**src/sv/lrcf_pkg.sv**
```systemverilog
package lrcf_pkg;

  // Coordinate width of every point and box field
  localparam int COORD_BITS = 14;

  localparam int CW = COORD_BITS;    // coordinate
  localparam int EW = CW + 1;        // box edge, widened band edge, signed difference
  localparam int NW = CW + 2;        // signed step along the primary axis
  localparam int HW = 9;             // half thickness plus kill zone
  localparam int XW = CW + 3;        // corner offset from a shifted line origin
  localparam int VW = XW + EW + 1;   // cross product of the side test
  localparam int PW = EW + NW;       // signed slope numerator
  localparam int QW = PW - 1;        // numerator magnitude, quotient
  localparam int SW = 2 * CW + 4;    // clipped band edge before clamping
  localparam int LW = 2 * EW + 2;    // clipped band area
  localparam int TW = LW + 8;        // area compare

  // Register indexes of the configuration port
  typedef enum logic [1:0] {
    REG_KILL_ZONE = 2'd0,
    REG_KILL_RATE = 2'd1,
    REG_KILL_MODE = 2'd2
  } reg_idx_e;

  // Kill mode codes; the spare code behaves as the confirmed-only mode
  localparam logic [1:0] MODE_MARK      = 2'd0;
  localparam logic [1:0] MODE_CONFIRMED = 2'd1;
  localparam logic [1:0] MODE_ALL       = 2'd2;
  localparam logic [1:0] MODE_SPARE     = 2'd3;

  // Classified request handed from the front to the back
  typedef struct packed {
    logic                 overlap;
    logic                 removable;
    logic                 axis;
    logic                 steep;
    logic                 den_zero;
    logic [CW-1:0]        ax;
    logic [CW-1:0]        ay;
    logic signed [EW-1:0] dx;
    logic signed [EW-1:0] dy;
    logic [HW-1:0]        half;
    logic [EW-1:0]        r0;
    logic [EW-1:0]        r1;
    logic [EW-1:0]        r2;
    logic [EW-1:0]        r3;
    logic [CW-1:0]        bw;
    logic [CW-1:0]        bh;
    logic signed [EW-1:0] dp;
    logic signed [EW-1:0] dq;
    logic signed [NW-1:0] na;
    logic signed [NW-1:0] nb;
    logic [CW-1:0]        qa;
    logic [EW-1:0]        qlo;
    logic [EW-1:0]        qhi;
    logic [EW-1:0]        s_lo;
    logic [EW-1:0]        s_hi;
  } item_t;

  function automatic logic in_span(input logic [EW-1:0] v, input logic [EW-1:0] lo,
                                   input logic [EW-1:0] hi);
    return (v >= lo) && (v <= hi);
  endfunction

  // Edges of either rectangle within the spans of the other, laid out l, t, r, b
  function automatic logic rects_meet(input logic [EW-1:0] a0, input logic [EW-1:0] a1,
                                      input logic [EW-1:0] a2, input logic [EW-1:0] a3,
                                      input logic [EW-1:0] b0, input logic [EW-1:0] b1,
                                      input logic [EW-1:0] b2, input logic [EW-1:0] b3);
    logic [EW-1:0] aly, ahy, alx, ahx, bly, bhy, blx, bhx;
    logic          hit;
    aly = (a1 < a3) ? a1 : a3;
    ahy = (a1 > a3) ? a1 : a3;
    alx = (a0 < a2) ? a0 : a2;
    ahx = (a0 > a2) ? a0 : a2;
    bly = (b1 < b3) ? b1 : b3;
    bhy = (b1 > b3) ? b1 : b3;
    blx = (b0 < b2) ? b0 : b2;
    bhx = (b0 > b2) ? b0 : b2;
    hit = ((in_span(b1, aly, ahy) || in_span(b3, aly, ahy)) &&
           (in_span(b0, alx, ahx) || in_span(b2, alx, ahx))) ||
          ((in_span(a1, bly, bhy) || in_span(a3, bly, bhy)) &&
           (in_span(a0, blx, bhx) || in_span(a2, blx, bhx)));
    return hit;
  endfunction

endpackage

```
**src/sv/lrcf_front.sv**
```systemverilog
module lrcf_front import lrcf_pkg::*; (
  input  logic [CW-1:0] line_start_x_i,
  input  logic [CW-1:0] line_start_y_i,
  input  logic [CW-1:0] line_end_x_i,
  input  logic [CW-1:0] line_end_y_i,
  input  logic [7:0]    line_thickness_i,
  input  logic          line_confirmed_i,
  input  logic [CW-1:0] box_left_i,
  input  logic [CW-1:0] box_top_i,
  input  logic [CW-1:0] box_width_i,
  input  logic [CW-1:0] box_height_i,
  input  logic [7:0]    kill_zone_i,
  input  logic [1:0]    kill_mode_i,
  output item_t         item_o
);

  logic [HW-1:0]        grow, half;
  logic [EW-1:0]        ax_e, ay_e, bx_e, by_e, g_e, kz_e;
  logic [EW-1:0]        r0, r1, r2, r3, b0, b1, b2, b3;
  logic signed [EW-1:0] dx, dy, dp, dq;
  logic [EW-1:0]        adx, ady;
  logic                 steep;
  logic [EW-1:0]        pa, pb, plo, phi, qlo, qhi, s_lo, s_hi, t_hi;
  logic [CW-1:0]        qa;
  logic signed [NW-1:0] t_lo, plo_n, s_lo_n;

  // Widening margins and box corners
  always_comb begin
    grow = HW'(line_thickness_i[7:1]) + HW'(kill_zone_i);
    half = HW'(({1'b0, line_thickness_i} + 9'd1) >> 1) + HW'(kill_zone_i);
    ax_e = EW'(line_start_x_i);
    ay_e = EW'(line_start_y_i);
    bx_e = EW'(line_end_x_i);
    by_e = EW'(line_end_y_i);
    g_e  = EW'(grow);
    kz_e = EW'(kill_zone_i);
    r0   = EW'(box_left_i);
    r1   = EW'(box_top_i);
    r2   = EW'(box_left_i) + EW'(box_width_i);
    r3   = EW'(box_top_i) + EW'(box_height_i);
  end

  // Line rectangle widened on every side, clamped at zero
  always_comb begin
    if (ax_e <= bx_e) begin
      b0 = (ax_e < g_e) ? '0 : ax_e - g_e;
      b2 = bx_e + g_e;
    end else begin
      b0 = ax_e + g_e;
      b2 = (bx_e < g_e) ? '0 : bx_e - g_e;
    end
    if (by_e <= ay_e) begin
      b3 = (by_e < g_e) ? '0 : by_e - g_e;
      b1 = ay_e + g_e;
    end else begin
      b3 = by_e + g_e;
      b1 = (ay_e < g_e) ? '0 : ay_e - g_e;
    end
  end

  // Direction and choice of primary axis for the area test
  always_comb begin
    dx    = signed'(ax_e - bx_e);
    dy    = signed'(ay_e - by_e);
    adx   = dx[EW-1] ? EW'(-dx) : EW'(dx);
    ady   = dy[EW-1] ? EW'(-dy) : EW'(dy);
    steep = adx < ady;
    if (!steep) begin
      pa = ax_e; pb = bx_e; qa = line_start_y_i; dp = dx; dq = dy;
      plo = r0; phi = r2; qlo = r1; qhi = r3;
    end else begin
      pa = ay_e; pb = by_e; qa = line_start_x_i; dp = dy; dq = dx;
      plo = r1; phi = r3; qlo = r0; qhi = r2;
    end
  end

  // Primary span clipped to the box, and steps from the start point
  always_comb begin
    t_lo   = signed'(NW'(pa)) - signed'(NW'(kz_e));
    plo_n  = signed'(NW'(plo));
    s_lo_n = (t_lo <= plo_n) ? plo_n : t_lo;
    s_lo   = EW'(s_lo_n);
    t_hi   = pb + kz_e;
    s_hi   = (t_hi >= phi) ? phi : t_hi;
    if (s_hi <= s_lo) begin
      s_hi = s_lo;
    end
  end

  always_comb begin
    item_o.overlap   = rects_meet(b0, b1, b2, b3, r0, r1, r2, r3);
    item_o.removable = (kill_mode_i == MODE_ALL) ||
                       ((kill_mode_i != MODE_MARK) && line_confirmed_i);
    item_o.axis      = (ax_e == bx_e) || (ay_e == by_e);
    item_o.steep     = steep;
    item_o.den_zero  = (dp == '0);
    item_o.ax        = line_start_x_i;
    item_o.ay        = line_start_y_i;
    item_o.dx        = dx;
    item_o.dy        = dy;
    item_o.half      = half;
    item_o.r0        = r0;
    item_o.r1        = r1;
    item_o.r2        = r2;
    item_o.r3        = r3;
    item_o.bw        = box_width_i;
    item_o.bh        = box_height_i;
    item_o.dp        = dp;
    item_o.dq        = dq;
    item_o.na        = signed'(NW'(pa)) - signed'(NW'(s_lo));
    item_o.nb        = signed'(NW'(pa)) - signed'(NW'(s_hi));
    item_o.qa        = qa;
    item_o.qlo       = qlo;
    item_o.qhi       = qhi;
    item_o.s_lo      = s_lo;
    item_o.s_hi      = s_hi;
  end

endmodule

```
**config.mk**
```make
export PLATFORM = sky130hd
export DESIGN_NAME = lrcf_front
export DESIGN_NICKNAME = d
export VERILOG_FILES = /design/src/sv/lrcf_pkg.sv /design/src/sv/lrcf_front.sv
export SDC_FILE = /design/constraint.sdc
export NUM_CORES = 1
export LEC_CHECK = 0
export CORE_AREA = 2 2 235 237
export DETAILED_ROUTE_END_ITERATION = 7
export DIE_AREA = 0 0 237 239
export DONT_BUFFER_PORTS = 1
export GPL_ROUTABILITY_DRIVEN = 1
export PLACE_DENSITY = 0.54
export SYNTH_ARGS = -nofsm -noshare
export SYNTH_HDL_FRONTEND = slang
export SYNTH_SLANG_ARGS = --single-unit
```
**constraint.sdc**
```tcl
create_clock -name vclk -period 55.3
set_clock_uncertainty 0.15 [all_clocks]
set_input_delay 11.06 -clock vclk [all_inputs]
set_output_delay 11.06 -clock vclk [all_outputs]
set_load 0.05 [all_outputs]
```
==> results.sh <==
export IMPL_initial_core_util=0.394
export IMPL_dieArea_sq_um=56600
export IMPL_drt_wl_total_microns=94400
export IMPL_synth_largest_area_cell="ha_1"
export IMPL_critical_path_required_ps=44090
export IMPL_hold_path_end="item_o[136]"
export IMPL_fin_crit_ps=39020
export IMPL_avgSynthCellArea_sq_um=7.16
export IMPL_antenna_left=0
export IMPL_first_global_vias=21600
export IMPL_finalSetupTns_ps=0
export IMPL_slew_viol_final=0
export IMPL_worstPathArrival_ps=27810
export IMPL_use_met2=0.545
export IMPL_nets=3615
export IMPL_synth_area_sq_um=21400
export IMPL_yosysMostFrequentCell="ha_1"
export IMPL_critPathSlowestCell="xnor2_1"
export IMPL_ctsResizeCount=0
export IMPL_antenna_found_initial=2
export IMPL_yosys_top_cells_count="ha_1, nand2_1, inv_1"
export IMPL_dr_pass1_iters=6
export IMPL_n_fill_cell=5672
export IMPL_crit_path_start_kind="input port"
export IMPL_gp_routability_congestion=0.957
export IMPL_clockBufferCount=0
export IMPL_die_w_microns=237
export IMPL_netlist_top_cells_area="ha_1, a21oi_1, mux2i_1"
export IMPL_nFlopsAndLatches=0
export IMPL_die_h_microns=239
export IMPL_fmax_ghz=0.0256
export IMPL_tightest_slew_ps=1220
export IMPL_cts_setup_buffers=0
export IMPL_pin_count=427
export IMPL_grt_setup_unrepaired="false"
export IMPL_vias=22200
export IMPL_ctsHoldBuffers=0
export IMPL_grt_overflow=0
export IMPL_core_area_sq_um=54300
export IMPL_finalCritPeriodShare=0.706
export IMPL_io_buffers=0
export IMPL_antenna_cells=0
export IMPL_worstHoldPathCells=0
export IMPL_hold_path_class="input port to output port"
export IMPL_vias_per_cell=6.11
export IMPL_grt_pass1_wl_microns=138000
export IMPL_layout_drive_gt1_share=0.0572
export IMPL_cap_violations=0
export IMPL_syn_inst=2988
export IMPL_max_slew_margin_rel=0.182
export IMPL_grt_use_total=0.320
export IMPL_synth_cell_types=88
export IMPL_drc=0
export IMPL_area_delta_synth_final_pct=4.17
export IMPL_grt_use_met1=0.408
export IMPL_drt_iter0_drc=1661
export IMPL_crit_path_end_kind="output port"
export IMPL_crit_type="input port to output port"
export IMPL_synth_warning_count=0
export IMPL_timing_hold_violations_final=0
export IMPL_yosysTopAreaCellShare=0.317
export IMPL_critPathMaxStageDelay_ps=900
export IMPL_top_usage_layer="met2"
export IMPL_rows=86
export IMPL_grt_use_met3=0.0479
export IMPL_finalSetupViolations=0
export IMPL_crit_fanout=71
export IMPL_grt_max_degree=72
export IMPL_hold_start="box_height_i[0]"
export IMPL_outcome="completed"
export IMPL_seq_area_sq_um=0
export IMPL_dp_hpwl_microns=79400
export IMPL_routedWlPerCell_microns=26.0
export IMPL_yosysSeqAreaShare=0
## layer usage
metal,up-vias,share of wire
li1,10500,-
met1,10600,0.43
met2,826,0.46
met4,2,0.043
met3,154,0.066
met5,-,0.00031
## placed cells by master, fill, tap and decap left out, drive strengths merged, types with 49 or more instances in the layout
master,Yosys,routed
ha,543,543
nor2b,49,49
xnor2,116,116
a21o,144,144
nand2,303,303
mux2i,127,127
o21ai,217,217
o21a,57,57
inv,274,274
nor2,184,184
buf,103,84
a21oi,259,259
nand4,51,51
## worst max path at each step
stage                            from  depth (start not counted)         end
finish              line_start_y_i[0]                         73  item_o[88]
global placement    line_start_y_i[0]                         73  item_o[88]
floorplan           line_start_x_i[0]                         73  item_o[88]
CTS                 line_start_y_i[0]                         73  item_o[88]
detailed placement  line_start_y_i[0]                         73  item_o[88]
global route        line_start_y_i[0]                         73  item_o[88]
## logic make-up after synthesis
family	share of synthesized area
AOI/OAI and AO/OA	0.262
adders and majority gates	0.336
xor gates and xnor gates	0.0614
buffers and inverters	0.0923
muxes	0.0682
other	0.000351
and+or+nand+nor	0.180
## area by class of cell
| class | instances | area [sq um] | area share |
|---|---|---|---|
| Inverter | 275 | 1040 | 0.0465 |
| Multi-Input combinational cell | 2562 | 19700 | 0.886 |
| Tap cell | 704 | 881 | 0.0395 |
| Timing Repair Buffer | 84 | 631 | 0.0283 |
## worst max-delay path: cells and delay by family
family	cells	cell delay, ps
simple gates	15	2760
fa+ha+maj	8	2500
buf+inv	11	2260
xor+xnor	3	1230
compound gates	34	7080
mux	2	860
## metrics by stage
step | instance area [sq um] | hold slack (ps) | instances | util | setup WS [ps]
global placement | 22300 | 21970 | 3625 | 0.410 | 16790
CTS | 22300 | 21970 | 3625 | 0.410 | 16410
finish | 22300 | 21970 | 3625 | 0.410 | 16280
floorplan | 21400 | 22140 | 2995 | - | 16280
global route | 22300 | 21970 | 3625 | 0.410 | 15240
detailed placement | 22300 | 21970 | 3625 | 0.410 | 16450
Power is left out: the tool's default activity adds up to more than one toggle a clock period on the data nets, which glitch-free logic cannot reach.
