[config.mk]
export PLATFORM = sky130hd
export DESIGN_NAME = lrcf_fifo
export DESIGN_NICKNAME = d
export VERILOG_FILES = /design/src/sv/lrcf_pkg.sv /design/src/sv/lrcf_fifo.sv
export SDC_FILE = /design/constraint.sdc
export NUM_CORES = 1
export LEC_CHECK = 0
export BUFFER_PORTS_ARGS = -buffer_cell sky130_fd_sc_hd__buf_2
export CORE_ASPECT_RATIO = 0.6
export CORE_MARGIN = 5
export CORE_UTILIZATION = 53
export CTS_CLUSTER_DIAMETER = 150
export DETAILED_ROUTE_END_ITERATION = 10
export PLACE_DENSITY = 0.8
export REMOVE_ABC_BUFFERS = 1
export SYNTH_ARGS = -nofsm -noshare
export SYNTH_HDL_FRONTEND = slang
export SYNTH_SLANG_ARGS = --single-unit
[constraint.sdc]
create_clock -name clk_i -period 20.2 [get_ports clk_i]
set_clock_uncertainty 0.05 [all_clocks]
set_input_delay 3.03 -clock clk_i [delete_from_list [all_inputs] [get_ports clk_i]]
set_output_delay 3.03 -clock clk_i [all_outputs]
set_load 0.02 [all_outputs]
[src/sv/lrcf_pkg.sv]
package lrcf_pkg;

  // Coordinate width of every point and box field
  localparam int COORD_BITS = 14;

  localparam int CW = COORD_BITS;    // coordinate
  localparam int EW = CW + 1;        // box edge, widened band edge, signed difference
  localparam int NW = CW + 2;        // signed step along the primary axis
  localparam int HW = 9;             // half thickness plus kill zone
  localparam int XW = CW + 3;        // corner offset from a shifted line origin
  localparam int VW = XW + EW + 1;   // cross product of the side test
  localparam int PW = EW + NW;       // signed slope numerator
  localparam int QW = PW - 1;        // numerator magnitude, quotient
  localparam int SW = 2 * CW + 4;    // clipped band edge before clamping
  localparam int LW = 2 * EW + 2;    // clipped band area
  localparam int TW = LW + 8;        // area compare

  // Register indexes of the configuration port
  typedef enum logic [1:0] {
    REG_KILL_ZONE = 2'd0,
    REG_KILL_RATE = 2'd1,
    REG_KILL_MODE = 2'd2
  } reg_idx_e;

  // Kill mode codes; the spare code behaves as the confirmed-only mode
  localparam logic [1:0] MODE_MARK      = 2'd0;
  localparam logic [1:0] MODE_CONFIRMED = 2'd1;
  localparam logic [1:0] MODE_ALL       = 2'd2;
  localparam logic [1:0] MODE_SPARE     = 2'd3;

  // Classified request handed from the front to the back
  typedef struct packed {
    logic                 overlap;
    logic                 removable;
    logic                 axis;
    logic                 steep;
    logic                 den_zero;
    logic [CW-1:0]        ax;
    logic [CW-1:0]        ay;
    logic signed [EW-1:0] dx;
    logic signed [EW-1:0] dy;
    logic [HW-1:0]        half;
    logic [EW-1:0]        r0;
    logic [EW-1:0]        r1;
    logic [EW-1:0]        r2;
    logic [EW-1:0]        r3;
    logic [CW-1:0]        bw;
    logic [CW-1:0]        bh;
    logic signed [EW-1:0] dp;
    logic signed [EW-1:0] dq;
    logic signed [NW-1:0] na;
    logic signed [NW-1:0] nb;
    logic [CW-1:0]        qa;
    logic [EW-1:0]        qlo;
    logic [EW-1:0]        qhi;
    logic [EW-1:0]        s_lo;
    logic [EW-1:0]        s_hi;
  } item_t;

  function automatic logic in_span(input logic [EW-1:0] v, input logic [EW-1:0] lo,
                                   input logic [EW-1:0] hi);
    return (v >= lo) && (v <= hi);
  endfunction

  // Edges of either rectangle within the spans of the other, laid out l, t, r, b
  function automatic logic rects_meet(input logic [EW-1:0] a0, input logic [EW-1:0] a1,
                                      input logic [EW-1:0] a2, input logic [EW-1:0] a3,
                                      input logic [EW-1:0] b0, input logic [EW-1:0] b1,
                                      input logic [EW-1:0] b2, input logic [EW-1:0] b3);
    logic [EW-1:0] aly, ahy, alx, ahx, bly, bhy, blx, bhx;
    logic          hit;
    aly = (a1 < a3) ? a1 : a3;
    ahy = (a1 > a3) ? a1 : a3;
    alx = (a0 < a2) ? a0 : a2;
    ahx = (a0 > a2) ? a0 : a2;
    bly = (b1 < b3) ? b1 : b3;
    bhy = (b1 > b3) ? b1 : b3;
    blx = (b0 < b2) ? b0 : b2;
    bhx = (b0 > b2) ? b0 : b2;
    hit = ((in_span(b1, aly, ahy) || in_span(b3, aly, ahy)) &&
           (in_span(b0, alx, ahx) || in_span(b2, alx, ahx))) ||
          ((in_span(a1, bly, bhy) || in_span(a3, bly, bhy)) &&
           (in_span(a0, blx, bhx) || in_span(a2, blx, bhx)));
    return hit;
  endfunction

endpackage

[src/sv/lrcf_fifo.sv]
module lrcf_fifo import lrcf_pkg::*; (
  input  logic  clk_i,
  input  logic  rst_ni,
  input  logic  push_i,
  input  item_t item_i,
  output logic  full_o,
  input  logic  pop_i,
  output logic  valid_o,
  output item_t item_o
);

  item_t      mem_q [2];
  logic       wp_q, rp_q;
  logic [1:0] cnt_q;

  assign full_o  = cnt_q[1];
  assign valid_o = (cnt_q != 2'd0);
  assign item_o  = mem_q[rp_q];

  // Pointers and fill count
  always_ff @(posedge clk_i or negedge rst_ni) begin
    if (!rst_ni) begin
      wp_q  <= 1'b0;
      rp_q  <= 1'b0;
      cnt_q <= 2'd0;
    end else begin
      if (push_i) begin
        wp_q <= ~wp_q;
      end
      if (pop_i) begin
        rp_q <= ~rp_q;
      end
      cnt_q <= cnt_q + {1'b0, push_i} - {1'b0, pop_i};
    end
  end

  // Entry storage
  always_ff @(posedge clk_i) begin
    if (push_i) begin
      mem_q[wp_q] <= item_i;
    end
  end

endmodule

==> results of run 1 <==
[worst max-delay path by stage]
stage | startpoint | endpoint | slack [ns]
finish | rp_q | item_o[277] | 12.01
global route | rp_q | item_o[277] | 11.79
floorplan | push_i | mem_q[0][0] | 3.40
detailed placement | rp_q | item_o[158] | 12.57
CTS | rp_q | item_o[158] | 11.94
global placement | rp_q | item_o[81] | 12.66
[metrics by stage]
step,area (µm²),hold WS [ns],total power [µW],setup WS (ns)
floorplan,22200,0.405,3150,3.40
global placement,26000,0.485,3160,12.66
detailed placement,26000,0.496,3190,12.57
CTS,27600,0.502,4160,11.94
global route,27600,0.540,4280,11.79
finish,27600,0.502,4120,12.01
[kinds of logic after synthesis]
logic type                 after synthesis  synth area share
muxes                                  296             0.187
xor gates and xnor gates                 3           0.00184
buffers and inverters                   35            0.0152
adders and majority gates                2           0.00111
DFF                                    596             0.795
and+or+nand+nor                          3          0.000835
[metal layers]
layer / track usage / part of all wire / vias to the layer above
li1: - / - / 5014
met1: 0.242 / 0.37 / 5641
met2: 0.357 / 0.53 / 464
met3: 0.0553 / 0.076 / 87
met4: 0.0649 / 0.025 / 12
met5: 0 / 0.0015 / -
[sequential cells by signal, summed over array words and instances (netlist names)]
register and cells:
cnt_q 2, wp_q 1, rp_q 1, mem_q 592
[power by group through the flow]
stage	clock, µW	sequential (µW)	combinational, µW
2_1_floorplan	0	1930	1230
3_3_place_gp	0	1750	1420
3_5_place_dp	0	1760	1430
4_1_cts	988	1740	1440
5_1_grt	1050	1750	1490
6_report	967	1730	1420
[final cells by class]
class / count / share of cell area
inverter: 2 / 0.000272
multi-input combinational: 304 / 0.155
sequential: 596 / 0.647
antenna: 12 / 0.00109
clock buffer: 59 / 0.0488
tap: 570 / 0.0258
timing repair buffer: 609 / 0.111
clock inverter: 33 / 0.0108
[cells in the final DEF (no fill, tap or decap), drive strengths merged]
cell type and count:
dfrtp 4, nor2b 1, ha 2, or2 1, inv 7, clkbuf 59
xor2 2, edfxtp 592, buf 609, bufinv 5, xor3 1, mux2 296
clkinv 23, diode 12, and2 1
==> impl_metrics.toml, run 1 <==
[logic_synthesis]
synth.area.top_cells = "edfxtp_1, mux2_4, mux2_2"
synth_cells = 935
synth_top_area_frac = 0.790
synthFlopType = "edfxtp_1"
yosys_warnings = 0
synth_edf_count = 592
synthArstFlopShare = 0.00671
synth_seq_cells = 596
syn_area_per_cell_um2 = 24.1
synth_common_cells = "edfxtp_1, mux2_4, mux2_2, buf_6, buf_2"
yosys.area.top_type = "edfxtp_1"
synth_cell_type_count = 13
yosysSeqAreaShare = 0.795
yosysMostFrequentCell = "edfxtp_1"
synth_area_um2 = 22500

[setup_path]
worstReg2RegEnd = "mem_q[1][136]"
crit_path_max_incr_delay_ns = 1.09
r2r_cells = 3
worstReg2RegStart = "wp_q"
path_cells = "buf_4 > buf_4 > buf_4 > mux2_4 > buf_2"
crit_top_cell = "buf_4"
cp.depth = 5
crit_buf_inv = 4
criticalPathCategory = "reg -> out"
critPathSlowestCell = "dfrtp_4"
critPathCaptureType = "output port"
cp_top_family = "buffers and inverters"
regToRegSetupSlack_ns = 16.63
cp_max_fo = 74
required_ns = 17.12
critPathLaunchType = "register"
crit_arrival_ns = 5.11

[global_route]
grt_antenna_before_repair = 18
overflow = 0
grt.total_usage = 0.201
grt_pass1_wl_um = 71800
grt_pass1_vias = 11900
grt_max_degree = 85

[routing]
drcViolationCount = 0
ant_nets = 0
firstDrtPassIters = 5
viasPerCell = 5.13
drt_iter0_markers = 772
vias = 11200
routed_wl_um = 49500
wire_per_inst_um = 22.7

[pwr]
max-vdd-ir-drop_mv = 0.113
power_frac_clock = 0.235
p_leak_uw = 0.0110
pwr-share-seq = 0.421
swShare = 0.322
p_int_uw = 2790
combinationalPowerShare = 0.345
power.density_nw_per_um2 = 149
switchingPower_uw = 1330

[floorplan]
start_util = 0.536
fp.dieH_um = 170
ios = 598
rows = 58
fp.dieW_um = 276
core_um2 = 41900
fp.dieArea_um2 = 46800

[sta]
max_freq_ghz = 0.122
slew_headroom = 0.211
finalCritPeriodShare = 0.406
hold_viol_final = 0
setup_viol = 0
finalMaxSlewViolations = 0
rsz0062_at_grt = "false"
final.setup.tns_ns = 0
worst_pin_slew_ns = 1.18
period_minus_slack_ns = 8.19

[placed_design]
port_buffers = 597
dp.cells = 2081
routabilityCongestion = 0.827
dpl.hpwl_um = 34900

[layout]
area_growth_pct = 22.9
fillCellCount = 2810
final_util = 0.659
nets = 1867
drive_gt1_frac = 0.615
seq_area_um2 = 17900
multiInputGateArea_um2 = 4290
stdcell_count = 2185

[clocking]
clk_pin_slew_ns = 0.06
post_cts_resized = 0
cts_buffer_depth = 3
clock_latency_ns = 0.56
hold_buffers = 0
cts.sinks = 596
cts_setup_buffers = 0
cts_buffers = 52
htree_levels = 2
cts_tree = "built"
clock-root-buffer = "clkbuf_16"

[status]
outcome = "complete, no violations"

[flow_run]
maxCapViolCount = 0

[min_path]
whs_endpoint = "wp_q"
whs_path_depth = 1
min_path_type = "reg -> reg"
min-delay-start = "wp_q"
No activity file was read; power rests on OpenSTA's default activity.
==> run 2: changes to the inputs <==
--- a/config.mk
+++ b/config.mk
@@ -8,10 +8,10 @@
 export BUFFER_PORTS_ARGS = -buffer_cell sky130_fd_sc_hd__buf_2
 export CORE_ASPECT_RATIO = 0.6
 export CORE_MARGIN = 5
-export CORE_UTILIZATION = 53
+export CORE_UTILIZATION = 47
 export CTS_CLUSTER_DIAMETER = 150
 export DETAILED_ROUTE_END_ITERATION = 10
-export PLACE_DENSITY = 0.8
+export PLACE_DENSITY = 0.75
 export REMOVE_ABC_BUFFERS = 1
 export SYNTH_ARGS = -nofsm -noshare
 export SYNTH_HDL_FRONTEND = slang
==> constraint.sdc (replaced) <==
create_clock -name clk_i -period 6.85 [get_ports clk_i]
set_clock_uncertainty 0.05 [all_clocks]
set_input_delay 1.0275 -clock clk_i [delete_from_list [all_inputs] [get_ports clk_i]]
set_output_delay 1.0275 -clock clk_i [all_outputs]
set_load 0.02 [all_outputs]
==> impl_metrics.toml, run 2 (synthesized netlist as in run 1, its figures left out) <==
[routing]
drt_iter0_markers = 699
drcViolationCount = 0
wire_per_inst_um = 21.1
vias = 11000
firstDrtPassIters = 4
ant_nets = 0
viasPerCell = 4.88
routed_wl_um = 47400

[global_route]
grt_pass1_vias = 11800
grt.total_usage = 0.174
grt_antenna_before_repair = 15
overflow = 0
grt_pass1_wl_um = 71400
grt_max_degree = 162

[sta]
hold_viol_final = 0
finalMaxSlewViolations = 0
slew_headroom = 0.276
max_freq_ghz = 0.250
timing.final.ws_setup_ns = 2.85
final.setup.tns_ns = 0
period_minus_slack_ns = 4.00
setup_viol = 0
rsz0062_at_grt = "false"
worst_pin_slew_ns = 1.09
finalCritPeriodShare = 0.584

[setup_path]
r2r_cells = 2
crit_end = "item_o[102]"
cp-startpoint = "rp_q"
worstReg2RegStart = "wp_q"
crit_arrival_ns = 2.92
worstReg2RegEnd = "mem_q[1][11]"
critPathCaptureType = "output port"
critPathLaunchType = "register"
required_ns = 5.77
cp_max_fo = 134
criticalPathCategory = "reg -> out"
regToRegSetupSlack_ns = 4.45

[placed_design]
dpl.hpwl_um = 32300
port_buffers = 597
place_ws_ns = 3.47
routabilityCongestion = 0.809

[pwr]
power.density_nw_per_um2 = 434
max-vdd-ir-drop_mv = 0.345
p_leak_uw = 0.0110

[layout]
final_cell_mix = "buf_2, edfxtp_1, mux2_4"
final_common_cell = "buf_2"
drive_gt1_frac = 0.609
area_growth_pct = 23.0
largestRegisters = "mem_q (592), cnt_q (2)"
seq_area_um2 = 17900
fillCellCount = 3528
top_register = "mem_q"
largest_reg_flops = 592
nets = 1863
multiInputGateArea_um2 = 4290

[clocking]
cts_buffer_depth = 3
clock-root-buffer = "clkbuf_16"
cts.sinks = 596
cts_buffers = 53
clock_latency_ns = 0.56
post_cts_resized = 0
htree_levels = 2
cts_setup_buffers = 0
hold_buffers = 0
cts_tree = "built"
clk_pin_slew_ns = 0.06

[flow_run]
maxCapViolCount = 0

[status]
outcome = "complete, no violations"

[floorplan]
core_um2 = 47600
fp.dieArea_um2 = 52500
fp.dieW_um = 292
ios = 598
rows = 62
start_util = 0.473
fp.dieH_um = 179

[min_path]
min_path_type = "in -> async"
-- run 2: routing by layer --
layer / global-route usage / vias up / wire, µm
met4: 0.0496 / 8 / 1070
li1: - / 5004 / -
met3: 0.0476 / 83 / 3130
met2: 0.308 / 363 / 24700
met1: 0.211 / 5520 / 18400
met5: 0 / - / 46
-- run 2: layout make-up --
cell class | count | area share
well taps | 640 | 0.0289
inverters | 2 | 0.000271
flip-flops and latches | 596 | 0.646
repair buffers | 604 | 0.112
multi-input cells | 304 | 0.155
diodes | 11 | 0.000994
clock inverters | 32 | 0.00777
clock buffers | 62 | 0.0491
-- run 2: worst min-delay path by stage --
stage | startpoint | to | slack [ns] | cells after the start
global route | rst_ni | cnt_q[0] | 0.17 | 1
finish | rst_ni | cnt_q[1] | 0.21 | 1
detailed placement | wp_q | wp_q | 0.48 | 1
global placement | wp_q | wp_q | 0.48 | 1
CTS | rst_ni | cnt_q[0] | 0.17 | 1
floorplan | wp_q | wp_q | 0.41 | 1
-- run 2: critical path: stages (launching register included) --
cell and delay (ns):
dfrtp_4 0.83, buf_12 0.72, mux2_4 0.38, buf_2 0.17
-- run 2: stage by stage --
| step | area (µm²) | power (µW) | instances | utilization | hold WS [ns] |
|---|---|---|---|---|---|
| after floorplan | 22200 | 8550 | 902 | - | 0.405 |
| after global placement | 26100 | 9340 | 2146 | 0.549 | 0.480 |
| after detailed placement | 26100 | 9400 | 2146 | 0.549 | 0.485 |
| after CTS | 27700 | 12200 | 2240 | 0.582 | 0.166 |
| after global routing | 27700 | 12600 | 2251 | 0.582 | 0.170 |
| final | 27700 | 12000 | 2251 | 0.582 | 0.206 |
-- run 2: report_power, final --
group          switching, µW  internal (µW)  leakage [µW]
clock                   1250           1490      0.000769
sequential               209           4850       0.00560
combinational           2430           1800       0.00461
==> run 3: changes to the inputs <==
--- a/config.mk
+++ b/config.mk
@@ -8,10 +8,10 @@
 export BUFFER_PORTS_ARGS = -buffer_cell sky130_fd_sc_hd__buf_2
 export CORE_ASPECT_RATIO = 0.6
 export CORE_MARGIN = 5
-export CORE_UTILIZATION = 47
+export CORE_UTILIZATION = 53
 export CTS_CLUSTER_DIAMETER = 150
 export DETAILED_ROUTE_END_ITERATION = 10
-export PLACE_DENSITY = 0.75
+export PLACE_DENSITY = 0.8
 export REMOVE_ABC_BUFFERS = 1
 export SYNTH_ARGS = -nofsm -noshare
 export SYNTH_HDL_FRONTEND = slang
==> constraint.sdc (replaced) <==
create_clock -name clk_i -period 4.1 [get_ports clk_i]
set_clock_uncertainty 0.05 [all_clocks]
set_input_delay 0.615 -clock clk_i [delete_from_list [all_inputs] [get_ports clk_i]]
set_output_delay 0.615 -clock clk_i [all_outputs]
set_load 0.02 [all_outputs]
==> impl_metrics.toml, run 3 (synthesized netlist as in run 1, its figures left out) <==
[clocking]
clock-root-buffer = "clkbuf_16"
cts.sinks = 596
clock_latency_ns = 0.55
cts_setup_buffers = 0
cts_buffers = 51
hold_buffers = 1
clk_pin_slew_ns = 0.07
cts_tree = "built"
htree_levels = 2
post_cts_resized = 0
cts_buffer_depth = 3

[sta]
rsz0062_at_grt = "false"
hold_viol_final = 0
finalMaxSlewViolations = 0
setup_viol = 0
max_freq_ghz = 0.319
period_minus_slack_ns = 3.13
finalCritPeriodShare = 0.764
slew_headroom = 0.460
worst_pin_slew_ns = 0.809

[setup_path]
crit_buf_inv = 2
critPathCaptureType = "output port"
critPathLaunchType = "register"
regToRegSetupSlack_ns = 2.14
criticalPathCategory = "reg -> out"
cp_top_family = "flip-flops"
cp_max_fo = 42
path_cells = "buf_12 > mux2_4 > buf_2"
r2r_cells = 3
critPathSlowestCell = "dfrtp_4"
worstReg2RegEnd = "mem_q[0][26]"
crit_arrival_ns = 2.47
required_ns = 3.43
worstReg2RegStart = "wp_q"
crit_path_max_incr_delay_ns = 0.95
cp-startpoint = "rp_q"

[global_route]
grt.total_usage = 0.202
met1_usage = 0.239
grt_antenna_before_repair = 20
grt_pass1_wl_um = 72000
grt_pass1_vias = 11800
use_met2 = 0.357
grt_max_degree = 112
overflow = 0
grt_busiest_layer = "met2"
use_met3 = 0.0583

[routing]
ant_nets = 0
drcViolationCount = 0
routed_wl_um = 50100
firstDrtPassIters = 5
vias = 11300
viasPerCell = 5.11
wire_per_inst_um = 22.7
drt_iter0_markers = 783

[placed_design]
dp.cells = 2100
dpl.hpwl_um = 36200
routabilityCongestion = 0.831
port_buffers = 597

[layout]
largestRegisters = "mem_q (592), cnt_q (2)"
fillCellCount = 2759
stdcell_count = 2208
final_util = 0.666
largest_reg_flops = 592
final_common_cell = "buf_2"
area_growth_pct = 24.1
top_register = "mem_q"
final_cell_mix = "buf_2, edfxtp_1, mux2_4"
drive_gt1_frac = 0.615
nets = 1886

[pwr]
combinationalPowerShare = 0.356
power.density_nw_per_um2 = 728
switchingPower_uw = 6560
pwr-share-seq = 0.417
p_int_uw = 13800
swShare = 0.323
p_leak_uw = 0.0112
power_frac_clock = 0.227
max-vdd-ir-drop_mv = 0.531

[min_path]
min_path_type = "in -> reg"
whs_path_depth = 1
whs_endpoint = "mem_q[1][151]"
min-delay-start = "item_i[151]"

[floorplan]
core_um2 = 41900
fp.dieH_um = 170
start_util = 0.536
rows = 58
ios = 598
fp.dieArea_um2 = 46800
fp.dieW_um = 276

[flow_run]
maxCapViolCount = 0

[status]
outcome = "complete, no violations"
run 3: area by class of cell:
class	count	area, µm²	share of cell area
Antenna cell	13	32.5	0.00117
Multi-Input combinational cell	304	4290	0.154
Sequential cell	596	17900	0.641
Clock inverter	25	171	0.00614
Clock buffer	69	1430	0.0511
Timing Repair Buffer	629	3390	0.122
Tap cell	570	713	0.0255
Inverter	2	7.51	0.000269
run 3: worst reg2reg max path, delay by kind of cell, from the launching register on:
family	cells	cell delay, ns
buffers and inverters	2	0.72
DFF	1	0.43
and+or+nand+nor	1	0.40
run 3: metal layers:
layer  part of all wire  vias to the layer above
li1                   -                     5060
met2               0.52                      502
met5             0.0011                        -
met4              0.034                       10
met1               0.36                     5618
met3              0.075                      103
run 3: worst max path at each step:
stage | endpoint | slack (ns) | cells after the start
after floorplan | mem_q[0][0] | -10.38 | 1
after global placement | item_o[278] | 1.59 | 3
after detailed placement | item_o[244] | 1.56 | 3
after CTS | item_o[244] | 0.93 | 3
after global routing | item_o[244] | 0.88 | 3
final | item_o[244] | 0.97 | 3
run 3: power groups by stage:
stage	Combinational (µW)	Sequential (µW)	Clock, µW
6_report	7230	8480	4620
5_1_grt	7570	8570	5000
4_1_cts	7320	8490	4730
3_5_place_dp	7290	8610	0
3_3_place_gp	7200	8540	0
2_1_floorplan	3410	8870	0
run 3: stage by stage:
stage	area (µm²)	setup WS, ns	total power (µW)	setup TNS [ns]	hold WS [ns]
floorplan	22200	-10.38	12300	-6271.22	0.269
finish	27900	0.966	20300	0	0.192
global route	27900	0.882	21100	0	0.151
CTS	27900	0.934	20500	0	0.151
global placement	26300	1.59	15700	0	0.378
detailed placement	26300	1.56	15900	0	0.386
